$ cat src/rtl/rci_pkg.sv
`default_nettype none
package rci_pkg;

  localparam int H_W = 66;  // dir . o, signed
  localparam int A_W = 64;  // |dir|^2, unsigned
  localparam int C_W = 68;  // |o|^2 - r^2, signed
  localparam int QDEPTH = 8;
  localparam int QCNT_W = 4;
  localparam int QPTR_W = 3;

  localparam logic [1:0] REG_CENTER_X = 2'd0;
  localparam logic [1:0] REG_CENTER_Y = 2'd1;
  localparam logic [1:0] REG_RADIUS   = 2'd2;

  typedef struct packed {
    logic                  skip;
    logic signed [H_W-1:0] h;
    logic [A_W-1:0]        a;
    logic signed [C_W-1:0] c;
  } item_t;

  typedef enum logic [2:0] {
    ST_IDLE,
    ST_MUL,
    ST_CLASS,
    ST_SQRT,
    ST_PICK,
    ST_DIV_CHK,
    ST_DIV
  } back_state_t;

endpackage
`default_nettype wire

$ cat src/rtl/rci_queue.sv
`default_nettype none
module rci_queue (
  input  wire logic            clk,
  input  wire logic            rst,
  input  wire logic            push,
  input  wire rci_pkg::item_t  wr_item,
  input  wire logic            pop,
  output rci_pkg::item_t       rd_item,
  output logic                 empty,
  output logic [rci_pkg::QCNT_W-1:0] count
);
  import rci_pkg::*;

  item_t             slots [QDEPTH];
  logic [QPTR_W-1:0] wr_ptr, rd_ptr;

  assign empty   = (count == '0);
  assign rd_item = slots[rd_ptr];

  always_ff @(posedge clk) begin
    if (rst) begin
      wr_ptr <= '0;
      rd_ptr <= '0;
      count  <= '0;
    end else begin
      if (push) wr_ptr <= wr_ptr + 1'b1;
      if (pop)  rd_ptr <= rd_ptr + 1'b1;
      count <= count + QCNT_W'(push) - QCNT_W'(pop);
    end
  end

  always_ff @(posedge clk) begin
    if (push) slots[wr_ptr] <= wr_item;
  end

endmodule
`default_nettype wire

$ cat config.mk
export PLATFORM = sky130hd
export DESIGN_NAME = rci_queue
export DESIGN_NICKNAME = d
export VERILOG_FILES = /design/src/rtl/rci_pkg.sv /design/src/rtl/rci_queue.sv
export SDC_FILE = /design/constraint.sdc
export NUM_CORES = 1
export LEC_CHECK = 0
export BUFFER_PORTS_ARGS = -buffer_cell sky130_fd_sc_hd__buf_2
export CORE_MARGIN = 1
export CORE_UTILIZATION = 40
export CTS_BUF_LIST = sky130_fd_sc_hd__clkbuf_4 sky130_fd_sc_hd__clkbuf_8
export CTS_CLUSTER_DIAMETER = 100
export DETAILED_ROUTE_END_ITERATION = 6
export PLACE_DENSITY = 0.58
export SLEW_MARGIN = 20
export SYNTH_ARGS = -nofsm -noshare
export SYNTH_HDL_FRONTEND = slang
export SYNTH_SLANG_ARGS = --single-unit
$ cat constraint.sdc
create_clock -name clk -period 18.03 [get_ports clk]
set_input_delay 0.9015 -clock clk [delete_from_list [all_inputs] [get_ports clk]]
set_output_delay 0.9015 -clock clk [all_outputs]
set_load 0.03 [all_outputs]
======== Word-level counts from Yosys, hierarchy flattened ========
Memories as Yosys holds them, arrays and structs flattened. A register that Yosys moved wholly into a read port is not among the register bits.
Cells that the tools add are included.
word-level totals
  memories kept ........................... 1
  RAM bits ................................ 1592
  register bits ........................... 10
  word-level logic and storage cells ...... 13
operators by class
  reduce and logical (&&, ||, !) cells .... 1
  add/sub/neg operators ................... 4
  muxes and demuxes ....................... 4
memories
  memory  words  width  read ports  clocked after Yosys merged registers in  wr ports  line             RTL
  slots   8      199    1           1                                        1         rci_queue.sv:14  item_t slots [QDEPTH];
operator list
  kind                 count
  $add 3x1->3 const B  2
  $mux 3               2
  $add 4x1->4          1
  $logic_not 4->1      1
  $sub 4x1->4          1
  $mux 1               2

======== Longest topological paths before layout ========
  depth in word-level cells ............... 3
  gate-level depth with buffers ........... 8
  gate-level depth less buffers ........... 8

======== Least setup slack after synthesis ========
Ideal clock, no wire load.
  kind .................................... input to register
  start point ............................. input port push
  end point ............................... memory slots[0][0] (netlist bit) (enable)
  cell stages on the path ................. 2
  setup time .............................. 1.002 ns
  path buffers ............................ 0
  data required time ...................... 17.028 ns
  setup slack ............................. 2.616 ns
  arrival time ............................ 14.412 ns
  path through ............................ nand2b_1 -> nor3_1
between the ends
  longest elaborated chain between the ends .. 2
ends and longest elaborated chain
  element                       line             RTL
  from (decl)                   rci_queue.sv:5   input wire logic push,
  $mux 1                        rci_queue.sv:33  if (push) slots[wr_ptr] <= wr_item;
  $mux 1 (implied by the code)  rci_queue.sv:33
  to (decl)                     rci_queue.sv:14
Every way passes these cells.

==> impl_results.md <==
* Status: complete, no violations
* Worst-path clk slew at around 0.06 ns
* Fin nets at 3,205
* CTS resizes at 0
* Simple-gate share of the synthesized area at less than 1%
* Full die area at roughly 150,000 µm²
* Post-synthesis xor/xnor area fraction at 0.0581%
* Initial antenna violation count at 44
* PD cells at ~120 nW/µm²
* TritonCTS Sinks at 1,605
* Crit Path Category: register to output port
* Largest net degree at the start of global routing at between 100 and 150
* Clock buffer depth at 4
* DP Wirelength at around 69,000 µm
* F_max at approximately 0.15 GHz
* Number of antenna-violating nets in the routed design at 0
* Synthesized flop and latch total at ~1,600
* Slew margin rel. at 26.3%
* HP Class: input port to register
* Drt wl/cell at between 20 and 30 µm
* Synth Instances at 2,367
* Final Slew Violations at 0
* 1st-iter DRT viols at 1,368
* Largest area contributor in the netlist: edfxtp_1
* Unrepaired setup endpoints after global routing: no
* Top-area cell type share of the netlist area at 79.3%
* Core area at between 100,000 and 150,000 µm²
* Dominant cells by area after synthesis: edfxtp_1 79%, mux4_2 15%, mux2_2 3.7%
* Reg power frac at about 52%
* First-pass GRT wire length at around 190,000 µm
* Final TNS setup at 0 ns
* Sequential area share after synthesis at ~80%
* Max-cap violation count at 0
* Worst skew pair latency at roughly 0.99 ns
* Post-synthesis compound-gate area fraction at less than 1%
* YS warnings at 0
* Layout fillers at around 12,000
* DRC viols at 0
* Adder-cell share of the synthesized area at less than 1%
* Final GP Congestion at 0.702
* Switching share of power at 22.8%
* Total grt overflow at 0
* Starting Density at between 40% and 50%
* First drt pass iteration count at 5
* Setup Slack @ Placement at around 12 ns
* Final setup fails at 0
* Mapped Nets at about 2,600
* Vias post-DR at ~27,000
* Syn Std Cell Area at between 60,000 and 70,000 µm²
* CTS tree: yes
* Vias in the first global route at 29,300
* Psw at between 1.5 and 2 mW
* Fin crit share at a little under two fifths
* Post-Route WL at between 100,000 and 150,000 µm
* Mux contribution to synthesized area at a little under a fifth
* # rows at between 100 and 150
* # port buffers at 406
* Die X at ~390 µm
* CP startpoint kind: register
* Crit path max fanout at 53
* Worst R2R Setup Slack at 15.14 ns
* Final Hold Viols at 0
* Leakage at approximately 22 nW
* Crit path DAT at ~5.9 ns
* Number of unique standard cell types used by synthesis at 23
* Synth Area per Inst at ~25 µm²
* Combinational family with the most area after synthesis: multiplexers
* Pint at between 6 and 7 mW
* Comb pwr share at under 10%
* Clk network pwr share at roughly 39%
* CTS Buf Count at 280
* Layout cells sized above 1 at 45.8%
* Postcts setup bufs at 0
* Worst slew pin tran at about 1.1 ns
* CTS Hold Buffers Added at 0
* Req. time, crit path at between 15 and 20 ns
* # H-tree levels at 5
* Final min period at 6.79 ns
* GRT Util Overall at 17.2%
* Final Skew at ~0.10 ns
* Worst Setup End Kind: output port
* Clock Root Buffer: clkbuf_8
* Chip height at around 390 µm
* Peak VDD IR at roughly 0.069 mV
* Final WS setup at 11.24 ns
* Routed vias/inst at approximately 5.2
* Area delta synth->final at 16.1%
* Boundary Pins at just over 400
==> area by class of cell <==
class,count,area (µm²),area share [%]
inverter,7,26.3,0.0376
clock buffer,350,4420,6.31
sequential,1605,48100,68.7
clock inverter,118,820,1.17
antenna,17,42.5,0.0608
timing repair buffer,456,2490,3.56
multi-input combinational,644,11600,16.5
tap,2016,2520,3.60
==> metal layers <==
metal / global-route usage, % / vias to the layer above / part of all wire (%)
li1: - / 11500 / -
met1: 20.9 / 14200 / 39
met2: 28.8 / 758 / 50
met3: 5.20 / 318 / 7.1
met4: 6.48 / 50 / 3.1
met5: 0 / - / 0.23
==> flip-flops by register name, summed over array words and instances, names as in the netlist, named ones only <==
name	flops
slots	1592
count	4
rd_ptr	3
wr_ptr	3
==> synth_stat cells <==
library cell,n
a21oi_1,3
a31o_2,1
and3_1,1
buf_1,18
buf_2,34
buf_6,26
clkbuf_1,33
dfxtp_1,13
edfxtp_1,1592
fa_1,1
ha_1,7
inv_1,7
mux2_2,199
mux2i_1,2
mux4_2,398
nand2_1,4
nand2b_1,5
nand3_1,1
nor2_1,15
nor2b_1,1
nor3_1,2
xnor2_1,1
xor2_1,3
==> power groups by stage <==
stage	combinational [mW]	sequential (mW)	clock, mW
after global routing	0.763	4.22	3.39
after CTS	0.731	4.22	3.25
final	0.715	4.21	3.14
after floorplan	0.488	4.32	0
after global placement	0.714	4.29	0
after detailed placement	0.728	4.29	0
==> cell families after synthesis <==
family          Yosys count
flops                  1605
xor+xnor                  4
simple gates             29
buf+inv                 118
mux                     599
fa+ha+maj                 8
compound gates            4
==> path summary, 6_finish.rpt <==
kind,to,depth (start not counted),from
setup / recovery,rd_item[72],7,register
hold / removal,slots[4][18],1,wr_item[18]
setup reg to reg,slots[5][173],4,wr_ptr[2]
hold reg to reg,wr_ptr[0],2,wr_ptr[0]
==> worst max-delay path, cell delays in order, from the launching register on <==
cell	delay, ns
dfxtp_4	0.65
buf_4	0.65
buf_6	0.67
buf_4	0.81
buf_4	0.86
mux4_2	0.59
mux2_2	0.31
buf_2	0.19
==> placed cells by master, fill, tap and decap left out, types with 12 or more instances in the layout <==
cell / n
clkinv_1: 75
diode_2: 17
clkbuf_8: 286
clkbuf_4: 64
clkinv_2: 23
buf_4: 41
bufinv_16: 12
edfxtp_1: 1592
mux4_2: 398
mux2_2: 199
buf_2: 406
==> metrics by stage <==
step	cell area (µm²)	utilization [%]	cells	power, mW	hold slack [ns]
2_1_floorplan	60300	-	2367	4.80	0.475
3_3_place_gp	64700	43.2	4727	5.00	0.490
4_1_cts	69900	46.7	5195	8.20	0.0485
3_5_place_dp	64700	43.2	4727	5.02	0.531
5_1_grt	69900	46.7	5200	8.38	0.0986
6_report	70000	46.7	5213	8.07	0.179
(Power assumes the default switching activity.)
