`config.mk`:
```
export PLATFORM = sky130hd
export DESIGN_NAME = rci_back
export DESIGN_NICKNAME = d
export VERILOG_FILES = /design/src/rtl/rci_pkg.sv /design/src/rtl/rci_back.sv
export SDC_FILE = /design/constraint.sdc
export NUM_CORES = 2
export LEC_CHECK = 0
export ABC_AREA = 1
export BUFFER_PORTS_ARGS = -buffer_cell sky130_fd_sc_hd__buf_2
export CAP_MARGIN = 20
export CORE_MARGIN = 4
export CORE_UTILIZATION = 55
export CTS_CLUSTER_DIAMETER = 80
export DETAILED_ROUTE_END_ITERATION = 6
export PLACE_DENSITY_LB_ADDON = 0.12
export SETUP_SLACK_MARGIN = 0.2
export SLEW_MARGIN = 30
export SYNTH_ARGS = -nofsm -noshare
export SYNTH_HDL_FRONTEND = slang
export SYNTH_SLANG_ARGS = --single-unit
```
`constraint.sdc`:
```
create_clock -name clk -period 50.4 [get_ports clk]
set_input_delay 10.08 -clock clk [delete_from_list [all_inputs] [get_ports clk]]
set_output_delay 10.08 -clock clk [all_outputs]
set_load 0.02 [all_outputs]
```
`src/rtl/rci_pkg.sv`:
```
`default_nettype none
package rci_pkg;

  localparam int H_W = 66;  // dir . o, signed
  localparam int A_W = 64;  // |dir|^2, unsigned
  localparam int C_W = 68;  // |o|^2 - r^2, signed
  localparam int QDEPTH = 8;
  localparam int QCNT_W = 4;
  localparam int QPTR_W = 3;

  localparam logic [1:0] REG_CENTER_X = 2'd0;
  localparam logic [1:0] REG_CENTER_Y = 2'd1;
  localparam logic [1:0] REG_RADIUS   = 2'd2;

  typedef struct packed {
    logic                  skip;
    logic signed [H_W-1:0] h;
    logic [A_W-1:0]        a;
    logic signed [C_W-1:0] c;
  } item_t;

  typedef enum logic [2:0] {
    ST_IDLE,
    ST_MUL,
    ST_CLASS,
    ST_SQRT,
    ST_PICK,
    ST_DIV_CHK,
    ST_DIV
  } back_state_t;

endpackage
`default_nettype wire

```
`src/rtl/rci_back.sv`:
```
`default_nettype none
module rci_back #(
  parameter int FRAC_BITS = 16
) (
  input  wire logic           clk,
  input  wire logic           rst,
  input  wire logic           empty,
  input  wire rci_pkg::item_t head,
  output logic                pop,
  output logic                done,
  output logic                hit,
  output logic [30:0]         distance
);
  import rci_pkg::*;

  localparam int DEL_W = 134;
  localparam int RAD_W = 132;
  localparam int DW    = 96 + FRAC_BITS;

  back_state_t state, state_next;

  logic [6:0]             cnt;
  logic [64:0]            hbits;
  logic [66:0]            cbits;
  logic [DEL_W-1:0]       mh, ma;
  logic signed [DEL_W-1:0] acc;
  logic signed [H_W-1:0]  h;
  logic [A_W-1:0]         a;
  logic                   hneg, cneg, cpos;
  logic [RAD_W-1:0]       rad;
  logic [68:0]            rem;
  logic [65:0]            root;
  logic [66:0]            num;
  logic [DW-1:0]          rdiv, ds;
  logic [30:0]            q;

  logic [68:0]            rem2, trial;
  logic signed [67:0]     nh, num_near, num_far;
  logic [DW-1:0]          nfull, asat;
  logic signed [DEL_W-1:0] acc_add;

  assign rem2     = {rem[66:0], rad[RAD_W-1 -: 2]};
  assign trial    = {1'b0, root, 2'b01};
  assign nh       = -($signed({{2{h[H_W-1]}}, h}));
  assign num_near = nh - $signed({2'b0, root});
  assign num_far  = nh + $signed({2'b0, root});
  assign nfull    = DW'({num, {FRAC_BITS{1'b0}}});
  assign asat     = DW'({a, 31'd0});
  assign acc_add  = (hbits[0] ? $signed(mh) : '0)
                  + (cbits[0] ? (cneg ? $signed(ma) : -$signed(ma)) : '0);

  assign pop = (state == ST_IDLE) && !empty;

  always_ff @(posedge clk) begin
    if (rst) state <= ST_IDLE;
    else     state <= state_next;
  end

  always_comb begin
    state_next = state;
    case (state)
      ST_IDLE:    if (pop && !head.skip) state_next = ST_MUL;
      ST_MUL:     if (cnt == 7'd66) state_next = ST_CLASS;
      ST_CLASS: begin
        if (acc == '0) state_next = hneg ? ST_DIV_CHK : ST_IDLE;
        else if (acc[DEL_W-1]) state_next = ST_IDLE;
        else state_next = ST_SQRT;
      end
      ST_SQRT:    if (cnt == 7'd65) state_next = ST_PICK;
      ST_PICK:    state_next = (hneg || cneg) ? ST_DIV_CHK : ST_IDLE;
      ST_DIV_CHK: state_next = (nfull >= asat) ? ST_IDLE : ST_DIV;
      ST_DIV:     if (cnt == 7'd30) state_next = ST_IDLE;
      default:    state_next = ST_IDLE;
    endcase
  end

  always_ff @(posedge clk) begin
    if (rst) begin
      done <= 1'b0;
    end else begin
      done <= 1'b0;
      case (state)
        ST_IDLE:    if (pop && head.skip) done <= 1'b1;
        ST_CLASS:   if (acc[DEL_W-1] || (acc == '0 && !hneg)) done <= 1'b1;
        ST_PICK:    if (!(hneg || cneg)) done <= 1'b1;
        ST_DIV_CHK: if (nfull >= asat) done <= 1'b1;
        ST_DIV:     if (cnt == 7'd30) done <= 1'b1;
        default:    done <= 1'b0;
      endcase
    end
  end

  always_ff @(posedge clk) begin
    case (state)
      ST_IDLE: begin
        // latch the beat and seed the serial product h*h - a*c
        h        <= head.h;
        a        <= head.a;
        hneg     <= head.h[H_W-1];
        cneg     <= head.c[C_W-1];
        cpos     <= !head.c[C_W-1] && (head.c != '0);
        hbits    <= head.h[H_W-1] ? 65'(-head.h) : head.h[64:0];
        cbits    <= head.c[C_W-1] ? 67'(-head.c) : head.c[66:0];
        mh       <= DEL_W'(head.h[H_W-1] ? 65'(-head.h) : head.h[64:0]);
        ma       <= DEL_W'(head.a);
        acc      <= '0;
        cnt      <= '0;
        hit      <= 1'b0;
        distance <= '0;
      end
      ST_MUL: begin
        acc   <= acc + acc_add;
        mh    <= {mh[DEL_W-2:0], 1'b0};
        ma    <= {ma[DEL_W-2:0], 1'b0};
        hbits <= {1'b0, hbits[64:1]};
        cbits <= {1'b0, cbits[66:1]};
        cnt   <= cnt + 1'b1;
      end
      ST_CLASS: begin
        rad  <= acc[RAD_W-1:0];
        rem  <= '0;
        root <= '0;
        cnt  <= '0;
        num  <= nh[66:0];
      end
      ST_SQRT: begin
        // two radicand bits a step
        rad <= {rad[RAD_W-3:0], 2'b00};
        cnt <= cnt + 1'b1;
        if (rem2 >= trial) begin
          rem  <= rem2 - trial;
          root <= {root[64:0], 1'b1};
        end else begin
          rem  <= rem2;
          root <= {root[64:0], 1'b0};
        end
      end
      ST_PICK: num <= (hneg && cpos) ? num_near[66:0] : num_far[66:0];
      ST_DIV_CHK: begin
        rdiv <= nfull;
        ds   <= DW'({a, 30'd0});
        q    <= '0;
        cnt  <= '0;
        if (nfull >= asat) begin
          hit      <= 1'b1;
          distance <= '1;
        end
      end
      ST_DIV: begin
        cnt <= cnt + 1'b1;
        ds  <= {1'b0, ds[DW-1:1]};
        if (rdiv >= ds) begin
          rdiv <= rdiv - ds;
          q    <= {q[29:0], 1'b1};
        end else begin
          q    <= {q[29:0], 1'b0};
        end
        if (cnt == 7'd30) begin
          hit      <= 1'b1;
          distance <= {q[29:0], rdiv >= ds};
        end
      end
      default: cnt <= cnt;
    endcase
  end

endmodule
`default_nettype wire

```
# Word level (Yosys, flattened, before mapping)
# Index checks and enable logic that the tools add are counted.
classes:
  n_addsub: 11
  n_lt_le_gt_ge: 3
  eq_ne: 15
  muxes: 46
  n_reduce_logical: 26
op_table:
  columns: ["operator", "count"]
  rows:
  - ["case mux 134 bit (2 select lines)", 3]
  - ["case mux 112 bit (2 select lines)", 2]
  - ["2-to-1 mux 134 bit", 3]
  - ["case mux 67 bit (2 select lines)", 3]
  - ["adder 134 bit", 2]
  - ["case mux 132 bit (2 select lines)", 1]
  - ["2-to-1 mux 67 bit", 3]
  - ["logical NOT 134 bit", 1]
  - ["negation 134 bit", 1]
  - ["subtractor 67 bit", 2]
  - ["case mux 66 bit (2 select lines)", 1]
  - ["2-to-1 mux 65 bit", 2]
  - ["case mux 65 bit (2 select lines)", 1]
  - [">= comparator 112 bit", 1]
  - ["2-to-1 mux 112 bit", 1]
  - ["subtractor 112 bit", 1]
  - [">= comparator 83 x 95 -> 1 bit", 1]
  - ["case mux 31 bit (3 select lines)", 1]
  - [">= comparator 69 x 68 -> 1 bit", 1]
  - ["nonzero test 68 bit", 1]
  - ["adder 67 bit", 1]
  - ["negation 66 -> 67 bit", 1]
  - ["negation 67 bit", 1]
  - ["negation 65 bit", 1]
  - ["27 further kinds", 65]
word_totals:
  reg_bits: 1296
  inputBits: 202
  output_inout_bits: 34
  wordCells: 123

# Depth between registers and ports, before layout
logic_depth:
  depth_word: 6
  ltp_mapped: 31
  mapped_depth_nobuf: 31

# Least setup slack after synthesis
# OpenSTA, ideal clock, no wires.
synth_timing:
  kind: "flip-flop to flip-flop"
  start: "register state[2]"
  end: "register acc[0] (enable)"
  setup_time_ns: 1.443
  arrival_ns: 22.526
  required_time_ns: 48.957
  setup_slack_ns: 26.431
  path_stages_with_launch: 3
  path_buffers: 1
  synth_period_minus_slack_ns: 23.969
  path_cell_list: "dfxtp_1 -> buf_2 -> nor2_1"
synth_between:
  elab_chain_cells: 2
  word_cells_on_any_way: 3
  classes_between: "eq/ne (1); reduce/logical (2)"
synth_rtl:
  columns: ["item", "line_no", "text"]
  rows:
  - ["from (decl)", "rci_back.sv:20", "back_state_t state, state_next;"]
  - ["from (signal assigned)", "rci_back.sv:56", "else state <= state_next;"]
  - ["== test 3 x 1 -> 1 bit / logical NOT 3 bit (equally long branches)", "rci_back.sv:94", "case (state)"]
  - ["nonzero test 2 bit (no source line) *", null, null]
  - ["to (signal assigned)", "rci_back.sv:112", "acc <= acc + acc_add;"]
  - ["to (decl)", "rci_back.sv:26", "logic signed [DEL_W-1:0] acc;"]
# Mark *: on every way between the ends. The rest lies on a longest branch, timed or not.
# A chain may end at the register's enable or synchronous reset.

# Final worst setup path
layout_timing:
  start: "input port empty"
  end: "output port pop"
layout_between:
  elab_chain_cells: 2
layout_rtl:
  columns: ["item", "line_no", "text"]
  rows:
  - ["from (decl)", "rci_back.sv:7", "input wire logic empty,"]
  - ["logical NOT 1 bit", "rci_back.sv:52", "assign pop = (state == ST_IDLE) && !empty;"]
  - ["logical AND 1 bit", "rci_back.sv:52", null]
  - ["to (decl)", "rci_back.sv:9", "output logic pop,"]
# Every way passes these cells.

==> metrics.txt <==
Post-Syn Nets 15.4k; Worst Path Required 40.32 ns; HP Class flip-flop to flip-flop; reg2reg end acc[130]$_SDFFCE_PN0P_; failing checks DRC; Post-route DRC 28; Synth Instances ~15k; nets@finish 15.5k; worst vdd ir approximately 44 uV; Pint between 2 and 3 mW; first-pass GRT wire length 609000 um; reg-to-reg critical path startpoint ma[0]$_SDFFCE_PP0P_; placed inst area 105000 sq um; Max clock buf depth 3; largest net degree at the start of global routing 188; final setup vio count 0; Pwr Total 5.94 mW; sequential power share 0.298; Cells on Worst Hold Path 2; min-delay src rad[123]$_DFFE_PP_; critical path data arrival time 10.52 ns; Slew @ Worst Pin 1.09 ns; root buffer cell clkbuf_16; area growth from synthesis to layout 8.47%; last element of the critical path pop; post-DR vias/cell 5.96; CTS clk-pin slew, worst paths roughly 0.060 ns; CP endpoint kind primary output; Total Wirelength 422000 um; Logic pwr share 0.517; Hold WS 0.506 ns; total negative slack 0 ns; postcts setup bufs 0; fin crit period a little over 20 ns; CTS resizes 0; detailed placer's ending HPWL approximately 340000 um; Leak 50.0 nW; switch share 0.499; Num CTS Buffers 149; outcome finished, violations left; number of max-cap violations 0; CP Launch Point empty; via count 103k; RePlAce Congestion 1.20; Power Density 53.9 nW/um^2; layout cell share with drive strength beyond 1 0.0469; Antenna Nets Post-Route 0; CTS tree built; sequential-to-total area share from yosys stat 0.377; # IOs 236; Starting Density 0.554; register-to-register setup slack 43.24 ns; Die Area 192000 sq um; post-route cell area 110000 sq um; Clock Skew about 0.04 ns; Clock Sinks approximately 1.3k; Ys Warns 0; Psw 2.96 mW; antenna violations before repair 17; Layout Cells excl Fill 17.4k; first-pass iteration count of the detailed router 7; Slew HR 0.264; Mapped Area 102000 sq um; Iter 0 DRT Violations roughly 15k; CP Max Fanout 2; number of global-route vias before repair 95.6k; cells on worst reg2reg path 25; all-layer global routing usage 0.428; fmax 48.6 MHz; Synth Register Bits 1277; fillers 17.1k; crit share post-route 0.409; Slew Limit Fails 0; clk_lat worst skew 0.84 ns; startpoint types input port; Routed wire per std cell around 24 um; Clock power frac 0.185; Syn Area/Cell 6.96 sq um; total gr overflow 0; library cells used by synthesis 66; cts hold-fix bufs 0; port bufs 235; hold violation count in the final report 0; die height 438 um; Die W 438 um; # rows roughly 160; Setup CP Type input port to primary output; Core Footprint 183000 sq um; placed insts around 17k; unrepaired setup endpoints after global routing no; H-tree depth 4
[per-stage QoR]
stage                     worst slack (ns)   util
after floorplan                      26.43      -
after global placement               29.77  0.574
after detailed placement             29.80  0.574
after CTS                            29.80  0.600
after global routing                 29.76  0.601
final                                29.80  0.601
[cell usage in the layout (no fill, tap or decap), drive strengths merged, types with 190 or more instances in the layout]
cell and n:
nor3 190, a21oi 878, buf 287, nand4 238
nand3 647, inv 2386, o21ai 1032, edfxtp 1273
ha 420, nand2 4173, xor2 221, nor2 2267
[cell type report]
class	instances	area, sq um	share of cell area
well taps	2464	3080	0.0280
flip-flops and latches	1277	38300	0.347
clock inverters	85	896	0.00812
diodes	15	37.5	0.000340
inverters	2379	8960	0.0812
repair buffers	289	1690	0.0153
multi-input cells	10700	53400	0.484
clock buffers	178	3900	0.0354
[flip-flops by register name (all words and copies together), names as in the netlist, 3 cells and up]
signal    cells
a            64
acc         134
cbits        67
cnt           7
distance     31
ds           94
h            66
hbits        65
ma          134
mh          134
num          67
q            30
rad         132
rdiv        112
rem          67
root         66
state         3
[cells by family (layout without fill, tap and decap cells)]
| group | after synthesis | in the layout | synth area share |
|---|---|---|---|
| adder cells (fa/ha/maj) | 556 | 556 | 0.0785 |
| AND/OR/NAND/NOR | 7717 | 7717 | 0.311 |
| other | 0 | 15 | 0 |
| buffers and inverters | 2653 | 2931 | 0.0991 |
| flip-flops | 1277 | 1277 | 0.377 |
| AO/OA/AOI/OAI | 2134 | 2134 | 0.111 |
| XOR/XNOR | 274 | 274 | 0.0236 |
[synthesized netlist by cell type (all sizes together)]
cell type,n,share of area
o22ai,1,0.000062
a21oi,878,0.043
xnor2,53,0.0046
nor3b,9,0.00066
a41oi,2,0.00017
nand3b,57,0.0042
or4,1,0.000074
nor2,2267,0.086
or2,36,0.0022
and2,19,0.0012
and3,7,0.00043
o311ai,1,0.000086
o21ai,1032,0.051
buf,79,0.0040
inv,2373,0.088
a21o,23,0.0017
clkinv,6,0.00022
o21a,28,0.0021
nor3,190,0.0099
o211ai,9,0.00071
o21bai,75,0.0055
clkbuf,195,0.0072
ha,420,0.052
or3b,1,0.000086
nor4,67,0.0045
nand3,647,0.032
nand2b,1,0.000062
dfxtp,4,0.00079
a211oi,10,0.00074
o41ai,5,0.00043
nand4,238,0.015
nor2b,3,0.00018
a21boi,10,0.00074
nor4b,1,0.000086
edfxtp,1273,0.38
a31oi,45,0.0028
fa,136,0.027
nand2,4173,0.15
a221oi,1,0.000086
o31ai,13,0.00096
xor2,221,0.019
o2111ai,1,0.000086
[routing by layer]
layer,vias to the layer above,global-route usage,share of wire
li1,47500,-,-
met1,47700,0.530,0.36
met2,6773,0.646,0.43
met3,1454,0.109,0.12
met4,18,0.318,0.092
met5,-,0,0.00027
[critical path: stages]
cell,delay [ns]
buf_2,0.10
nor2_1,0.14
buf_2,0.19
[how the worst min path moves through the flow]
stage                                endpoint  slack, ns
after floorplan            rad[117]$_DFFE_PP_       0.49
after global placement     rad[119]$_DFFE_PP_       0.50
after detailed placement   rad[125]$_DFFE_PP_       0.49
after CTS                  rad[125]$_DFFE_PP_       0.51
after global routing      hbits[49]$_DFFE_PP_       0.54
final                      rad[125]$_DFFE_PP_       0.51
[power groups by stage]
| stage | logic [mW] | clock network, mW | registers [mW] |
|---|---|---|---|
| after CTS | 2.95 | 1.10 | 1.75 |
| after detailed placement | 2.92 | 0 | 1.77 |
| final | 3.07 | 1.10 | 1.77 |
| after floorplan | 1.92 | 0 | 1.75 |
| after global placement | 2.87 | 0 | 1.76 |
| after global routing | 3.31 | 1.15 | 1.79 |
No activity file was read; power rests on OpenSTA's default activity.
